<file path="config.mk">
export PLATFORM = sky130hd
export DESIGN_NAME = half_float_converter_core
export DESIGN_NICKNAME = d
export VERILOG_FILES = /design/src/sv/hfc_pkg.sv /design/src/sv/half_float_converter_core.sv
export SDC_FILE = /design/constraint.sdc
export NUM_CORES = 1
export LEC_CHECK = 0
export ABC_AREA = 1
export BUFFER_PORTS_ARGS = -buffer_cell sky130_fd_sc_hd__buf_4
export CAP_MARGIN = 20
export CELL_PAD_IN_SITES_DETAIL_PLACEMENT = 0
export CELL_PAD_IN_SITES_GLOBAL_PLACEMENT = 1
export CORE_UTILIZATION = 36
export CTS_CLUSTER_DIAMETER = 30
export DETAILED_ROUTE_END_ITERATION = 16
export PLACE_DENSITY = 0.8
export SLEW_MARGIN = 15
export SYNTH_ARGS = -nofsm -noshare
export SYNTH_HDL_FRONTEND = slang
export SYNTH_SLANG_ARGS = --single-unit
</file>
<file path="constraint.sdc">
create_clock -name clk -period 2.39 [get_ports clk]
set_input_delay 0.478 -clock clk [delete_from_list [all_inputs] [get_ports clk]]
set_output_delay 0.478 -clock clk [all_outputs]
set_load 0.05 [all_outputs]
</file>
<file path="src/sv/hfc_pkg.sv">
// Package with the constants and conversion functions of the half float converter.
package hfc_pkg;

	localparam int unsigned OperandWidth = 32;
	localparam int unsigned ResultWidth  = 32;

	localparam logic CMD_S2H = 1'b0;
	localparam logic CMD_H2S = 1'b1;

	localparam logic [15:0] INF16  = 16'h7c00;
	localparam logic [31:0] INF32  = 32'h7f800000;

	function automatic logic [15:0] single_to_half(input logic [31:0] x);
		logic        sgn;
		logic [7:0]  ex8;
		logic [23:0] man;
		logic [23:0] shf;
		logic [4:0]  amt;
		logic [14:0] sub;
		logic [9:0]  top;
		logic [24:0] rnd;
		logic [15:0] r;
		sgn = x[31];
		ex8 = x[30:23];
		man = {1'b1, x[22:0]};
		r = {sgn, 15'd0};
		if (ex8 <= 8'd112) begin
			if (ex8 >= 8'd102) begin
				amt = 5'(8'd113 - ex8);
				shf = man >> amt;
				sub = {4'd0, shf[23:13]};
				if (shf[12]) begin
					sub = sub + 15'd1;
				end
				r = {sgn, sub};
			end
		end else if (ex8 == 8'hff) begin
			top = x[22:13];
			if (x[22:0] == 23'd0) begin
				r = {sgn, INF16[14:0]};
			end else begin
				r = {sgn, INF16[14:10], top[9:1], top[0] | (top == 10'd0)};
			end
		end else begin
			rnd = {2'b00, ex8 - 8'd112, 15'd0} + {2'b00, 8'd0, x[22:13], 5'd0}
				+ {19'd0, x[12], 5'd0};
			if (rnd[24:20] != 5'd0 || rnd[19:15] == 5'd31) begin
				r = {sgn, INF16[14:0]};
			end else begin
				r = {sgn, rnd[19:5]};
			end
		end
		return r;
	endfunction

	function automatic logic [31:0] half_to_single(input logic [15:0] h);
		logic       sgn;
		logic [4:0] ex;
		logic [9:0] man;
		logic [3:0] lz;
		logic [9:0] nm;
		logic [7:0] e8;
		logic [31:0] r;
		sgn = h[15];
		ex = h[14:10];
		man = h[9:0];
		lz = 4'd0;
		for (int i = 0; i < 10; i++) begin
			if (man[i]) begin
				lz = 4'(9 - i);
			end
		end
		if (ex == 5'd0) begin
			if (man == 10'd0) begin
				r = {sgn, 31'd0};
			end else begin
				nm = man << (lz + 4'd1);
				e8 = 8'(8'd113 - 8'(lz) - 8'd1);
				r = {sgn, e8, nm, 13'd0};
			end
		end else if (ex == 5'd31) begin
			r = {sgn, INF32[30:23], man, 13'd0};
		end else begin
			r = {sgn, 8'(ex) + 8'd112, man, 13'd0};
		end
		return r;
	endfunction

endpackage

</file>
<file path="src/sv/half_float_converter_core.sv">
// Top level of the half float converter, one registered pass per beat.
//  channel  dir  fields
//  s_axis   in   tuser = cmd, tdata = operand_bits
//  m_axis   out  tdata = result_bits
// One beat per cycle while m_axis takes results; each result is registered.
// The result register refills whenever it is empty or being taken.
// arst_n clears the valid flag only.
// A stall on m_axis holds s_axis_tready low until the result is taken.
module half_float_converter_core (
	input  logic        clk,
	input  logic        arst_n,
	input  logic        s_axis_tvalid,
	output logic        s_axis_tready,
	input  logic [31:0] s_axis_tdata,  // operand_bits[31:0]
	input  logic        s_axis_tuser,  // cmd
	output logic        m_axis_tvalid,
	input  logic        m_axis_tready,
	output logic [31:0] m_axis_tdata   // result_bits[31:0]
);

	logic        valid_q;
	logic [31:0] res_q;
	logic [31:0] res_d;

	assign s_axis_tready = !valid_q || m_axis_tready;
	assign m_axis_tvalid = valid_q;
	assign m_axis_tdata  = res_q;

	always_comb begin
		if (s_axis_tuser == hfc_pkg::CMD_H2S) begin
			res_d = hfc_pkg::half_to_single(s_axis_tdata[15:0]);
		end else begin
			res_d = {16'd0, hfc_pkg::single_to_half(s_axis_tdata)};
		end
	end

	always_ff @(posedge clk or negedge arst_n) begin
		if (!arst_n) begin
			valid_q <= 1'b0;
		end else if (s_axis_tready) begin
			valid_q <= s_axis_tvalid;
		end
	end

	always_ff @(posedge clk) begin
		if (s_axis_tready && s_axis_tvalid) begin
			res_q <= res_d;
		end
	end

	a_take: assert property (@(posedge clk) disable iff (!arst_n)
		s_axis_tvalid && s_axis_tready |=> m_axis_tvalid)
		else $error("accepted beat did not produce a result");
	a_hold: assert property (@(posedge clk) disable iff (!arst_n)
		m_axis_tvalid && !m_axis_tready |=> m_axis_tvalid && $stable(m_axis_tdata))
		else $error("stalled result changed");
	a_half: assert property (@(posedge clk) disable iff (!arst_n)
		s_axis_tvalid && s_axis_tready && s_axis_tuser == hfc_pkg::CMD_S2H
		|=> m_axis_tdata[31:16] == 16'd0)
		else $error("half result not zero extended");

endmodule
</file>
* Yosys cells after proc, flatten, opt, wreduce, memory -nomap -nowiden *
Cells that the tools add are included.

word-level totals
  memories kept = 0
  logic and storage cells = 50
  bits of input ports = 37
  bits in writable memories = 0
  ROM bits = 0
  output and inout bits = 34
  bits in registers = 33
  latch bits = 0

cells by class
  equal/unequal tests = 3
  shift operators = 2
  bitwise logic cells = 1
  muxes and demuxes = 21
  order comparisons = 2
  divide/modulo/power cells = 0
  reduce and logical (&&, ||, !) cells = 9
  add/subtract/negate cells = 9
  multiply operators = 0

operator list
  kind                                                                               number
  31-bit 2-to-1 mux                                                                  3
  15-bit 2-to-1 mux                                                                  3
  4-bit 2-to-1 mux                                                                   11
  24-bit by 6-bit adder with 25-bit output                                           1
  23-bit by 15-bit adder with 24-bit output                                          1
  12-bit 2-to-1 mux                                                                  2
  24-bit by 5-bit >> shifter with 24-bit output                                      1
  23-bit zero test                                                                   1
  10-bit zero test                                                                   2
  16-bit 2-to-1 mux                                                                  1
  11-bit by 1-bit adder with 12-bit output (second input constant)                   1
  5-bit == test (second input constant)                                              2
  10-bit 2-to-1 mux                                                                  1
  10-bit by 4-bit << shifter with 10-bit output                                      1
  5-bit by 7-bit adder with 8-bit output (second input constant)                     1
  8-bit == test (second input constant)                                              1
  8-bit by 7-bit >= comparator with 1-bit output (second input constant)             1
  8-bit by 7-bit less-or-equal comparator with 1-bit output (second input constant)  1
  7-bit by 4-bit subtractor with 8-bit output (first input constant)                 1
  8-bit by 1-bit subtractor with 8-bit output (second input constant)                1
  8-bit by 7-bit subtractor with 8-bit output (second input constant)                1
  5-bit zero test                                                                    1
  5-bit nonzero test                                                                 1
  5-bit subtractor (first input constant)                                            1
  5 further kinds                                                                    6

* Longest topological paths before layout *
  word-level depth = 16
  gate-level depth with buffers = 20
  mapped depth without buffers = 18

* Worst setup path before layout *
OpenSTA, ideal clock, no wires.

  path type = input to register
  start = in s_axis_tdata[24]
  end = reg res_q[10] (netlist: m_axis_tdata[10]), data pin
  path buffers = 3
  setup time = 0.256 ns
  stages = 18
  slack = -0.368 ns
  required time = 2.134 ns
  arrival = 2.502 ns
  cell sequence = inv_2 buf_6 ha_1 buf_2 inv_2 buf_2 nand2_2 o21ai_1 inv_1 nor2_1 ha_1 inv_1 nor3_4 nand2_1 nor2_1 nand2_1 nand3_1 nand2_1

between the ends
  cells in the longest elaborated chain, start to end = 9
  elaborated cells on any way between the ends = 18
  those cells by class = add/sub: 5; order compare: 2; eq/ne: 2; shift: 1; mux: 6; reduce/logical: 2

ends and longest elaborated chain
  item                                                 RTL line                         text
  start, declared                                      half_float_converter_core.sv:14  input logic [31:0] s_axis_tdata,
  8-bit by 7-bit subtractor with 8-bit output          hfc_pkg.sv:45                    rnd = {2'b00, ex8 - 8'd112, 15'd0} + {2'b00, 8'd0, x[22:13], 5'd0}
  23-bit by 15-bit adder with 24-bit output            hfc_pkg.sv:45
  24-bit by 6-bit adder with 25-bit output             hfc_pkg.sv:46                    + {19'd0, x[12], 5'd0};
  5-bit == test or 5-bit nonzero test (tied branches)  hfc_pkg.sv:47                    if (rnd[24:20] != 5'd0 || rnd[19:15] == 5'd31) begin
  1-bit logical OR                                     hfc_pkg.sv:47
  15-bit 2-to-1 mux                                    hfc_pkg.sv:47
  15-bit 2-to-1 mux                                    hfc_pkg.sv:37                    end else if (ex8 == 8'hff) begin
  15-bit 2-to-1 mux (*)                                hfc_pkg.sv:27                    if (ex8 <= 8'd112) begin
  16-bit 2-to-1 mux (*)                                half_float_converter_core.sv:30  if (s_axis_tuser == hfc_pkg::CMD_H2S) begin
  end signal, assigned                                 half_float_converter_core.sv:47  res_q <= res_d;
  end, declared                                        half_float_converter_core.sv:22  logic [31:0] res_q;

Every way passes the cells marked *; elsewhere a longest branch is shown, timed or not.
A chain may end at the register's enable or synchronous reset.

* Worst setup path after layout *
  start = in s_axis_tdata[25]
  end = reg res_q[10] (netlist: m_axis_tdata[10]), data pin

Same word-level chain as after synthesis.

==> impl_metrics.ini <==
[status]
outcome = finished, final reports clean

[cts]
cts_buffer_depth = 2
clk_pin_slew_worst_paths_ps = 70
tritoncts = done
h-tree-depth = 2
clock_latency_ps = 280
numCtsBuffers = 5
clock-sinks = 32
cts_root_buf = clkbuf_8

[finish]
nNetsFinal = 799
final_cell_mix = 185 x nand2_1, 169 x buf_4, 84 x nand3_1, 58 x inv_1, 42 x nor2_1
insertedDiodeCount = 0
final_area_um2 = 5280
layout_commonest_cell = nand2_1
area_growth_pct = 40.1
seq_area_um2 = 956
finalNonFillerCells = 885
drive_gt1_frac = 0.327
nFillCells = 973
multi_input_area_um2 = 2410
utilization = 0.530

[timing]
hold_viol = 0
fin_crit_ps = 2270
fin_crit_sh = 0.949
setup_viol = 0
fmax_mhz = 441
clock_skew_ps = 7.70
fin_setup_tns_ps = 0
rsz0062_at_grt = yes
drv_slew = 0
tightest_slew_ps = 393
relSlewSlack = 0.736
fin_ws_ps = 121

[floorplanning]
coreArea_um2 = 9950
start_util = 0.379
die_w_um = 104
die_y_um = 104
dieArea_um2 = 10900
row_count = 36
ioPinCount = 71

[drt]
vias = 4393
wirelength_um = 11700
drtIter0Drc = 285
remaining_drc_errors = 0
ant_nets = 0
vias_per_cell = 4.96
wire_per_inst_um = 13.2
dr.pass1.iters = 4

[global_routing]
grt_max_degree = 32
globalRouteTotalUtil = 0.216
grt_antenna_before_repair = 0
gr-total-overflow = 0
grt_pass1_vias = 4105
grt_pass1_wl_um = 19300

[placement]
dp_hpwl_um = 9800
placedCellCount = 874
place.gp.congestion = 0.945
post_dp_cell_area_um2 = 5110
numPortBuffers = 70
dp_slack_ps = -239

[hold_path]
hp-start = s_axis_tvalid
min_to = m_axis_tvalid
hold_class = in -> reg
holdPathStages = 3

[critical_path]
endpoint_kind = flop
worstPathRequired_ps = 2430
rr_worst_depth = 2
r2r_slack_ps = 1140
crit_path_start_kind = primary input
cp_max_fo = 5
reg2reg_to = m_axis_tdata[18]
worstSetupPathType = in -> reg
critPathArrivalTime_ps = 2310
r2r_start = m_axis_tvalid

[pwr]
p_per_area_nw_per_um2 = 392
peakVddDrop_mv = 0.364
p_leak_nw = 2.68

[synth]
synth_cells = 596
synth_warnings = 0
synth.cell_area_um2 = 3770
avgSynthCellArea_um2 = 6.32
yosysSeqAreaShare = 0.254
synthArstFlopShare = 0.0313
ys_ff_latch = 32
synthFlopType = edfxtp_1
synthDistinctLibCells = 43
synth-edff-count = 31
syn_nets = 644

[run]
maxCapViolations = 0
[cells in the mapped netlist, types with 9 or more instances]
cell      count  area (um2)
o21ai_0      18        90.1
nor3_1        9        45.0
edfxtp_1     31         931
inv_2        12        45.0
nand2_2      10        62.6
inv_1        63         236
nor2_1       44         165
nand2_1     186         698
a21oi_1      26         130
ha_1         11         138
buf_2        12        60.1
nand3_1      86         430
nand4_1       9        56.3
[worst max-delay path by stage]
stage,slack (ps),cells after the start,from,to
final,120,19,s_axis_tdata[25],m_axis_tdata[10]
after global routing,-30,19,s_axis_tdata[25],m_axis_tdata[10]
after CTS,60,11,s_axis_tdata[12],m_axis_tdata[10]
after detailed placement,-240,11,s_axis_tdata[12],m_axis_tdata[10]
after global placement,-230,12,s_axis_tdata[12],m_axis_tdata[11]
after floorplan,-120,17,s_axis_tdata[24],m_axis_tdata[8]
[flip-flops by register name, indices dropped and copies added, names as in the netlist]
name,count
m_axis_tdata,31
m_axis_tvalid,1
[metal layers]
| layer | routed length [um] | share of wire | track usage | up-vias |
|---|---|---|---|---|
| li1 | - | - | - | 2269 |
| met4 | 244 | 0.021 | 0.0776 | 0 |
| met3 | 541 | 0.046 | 0.0207 | 18 |
| met2 | 5340 | 0.46 | 0.351 | 141 |
| met1 | 5540 | 0.47 | 0.296 | 1965 |
| met5 | 0 | 0 | 0 | - |
[stage by stage]
| stage | power [mW] | hold slack, ps |
|---|---|---|
| floorplan | 1.22 | 182 |
| global placement | 1.55 | 254 |
| detailed placement | 1.56 | 256 |
| CTS | 2.06 | 397 |
| global route | 2.18 | 420 |
| finish | 2.07 | 406 |
[timing repair]
item	CTS	global route
hold endpoints to repair	1	0
endpoints found under the setup margin	0	13
hold buffers	1	0
resized for setup	0	16
buffers inserted	0	2
[worst max-delay path: stages]
cell	delay, ps
buf_4	90
inv_2	40
ha_4	150
inv_2	40
nor2_2	40
nor2_4	140
inv_2	50
buf_6	120
o21ai_4	150
inv_2	50
nor2_2	100
ha_2	170
inv_2	50
nor3_4	230
nand2_2	110
nor2_1	100
nand2_1	50
nand3_1	70
nand2_1	60
[power breakdown]
| part | switching (mW) | internal [mW] |
|---|---|---|
| combinational | 0.546 | 0.354 |
| sequential | 0.0104 | 0.655 |
| clock | 0.197 | 0.308 |
[kinds of logic (layout without fill, tap and decap cells)]
kind of cell,Yosys count,after routing,share of synthesized area
adders and majority gates,11,11,0.0365
DFF,32,32,0.254
and+or+nand+nor,375,375,0.469
xor gates and xnor gates,9,9,0.0209
buffers and inverters,102,258,0.121
AOI/OAI and AO/OA,67,67,0.0989
[final cells by class]
class | instances | area share
clock buffers | 5 | 0.0130
repair buffers | 174 | 0.254
well taps | 133 | 0.0315
inverters | 76 | 0.0555
multi-input cells | 462 | 0.457
flip-flops and latches | 32 | 0.181
clock inverters | 3 | 0.00806
No activity file was read; power rests on OpenSTA's default activity.
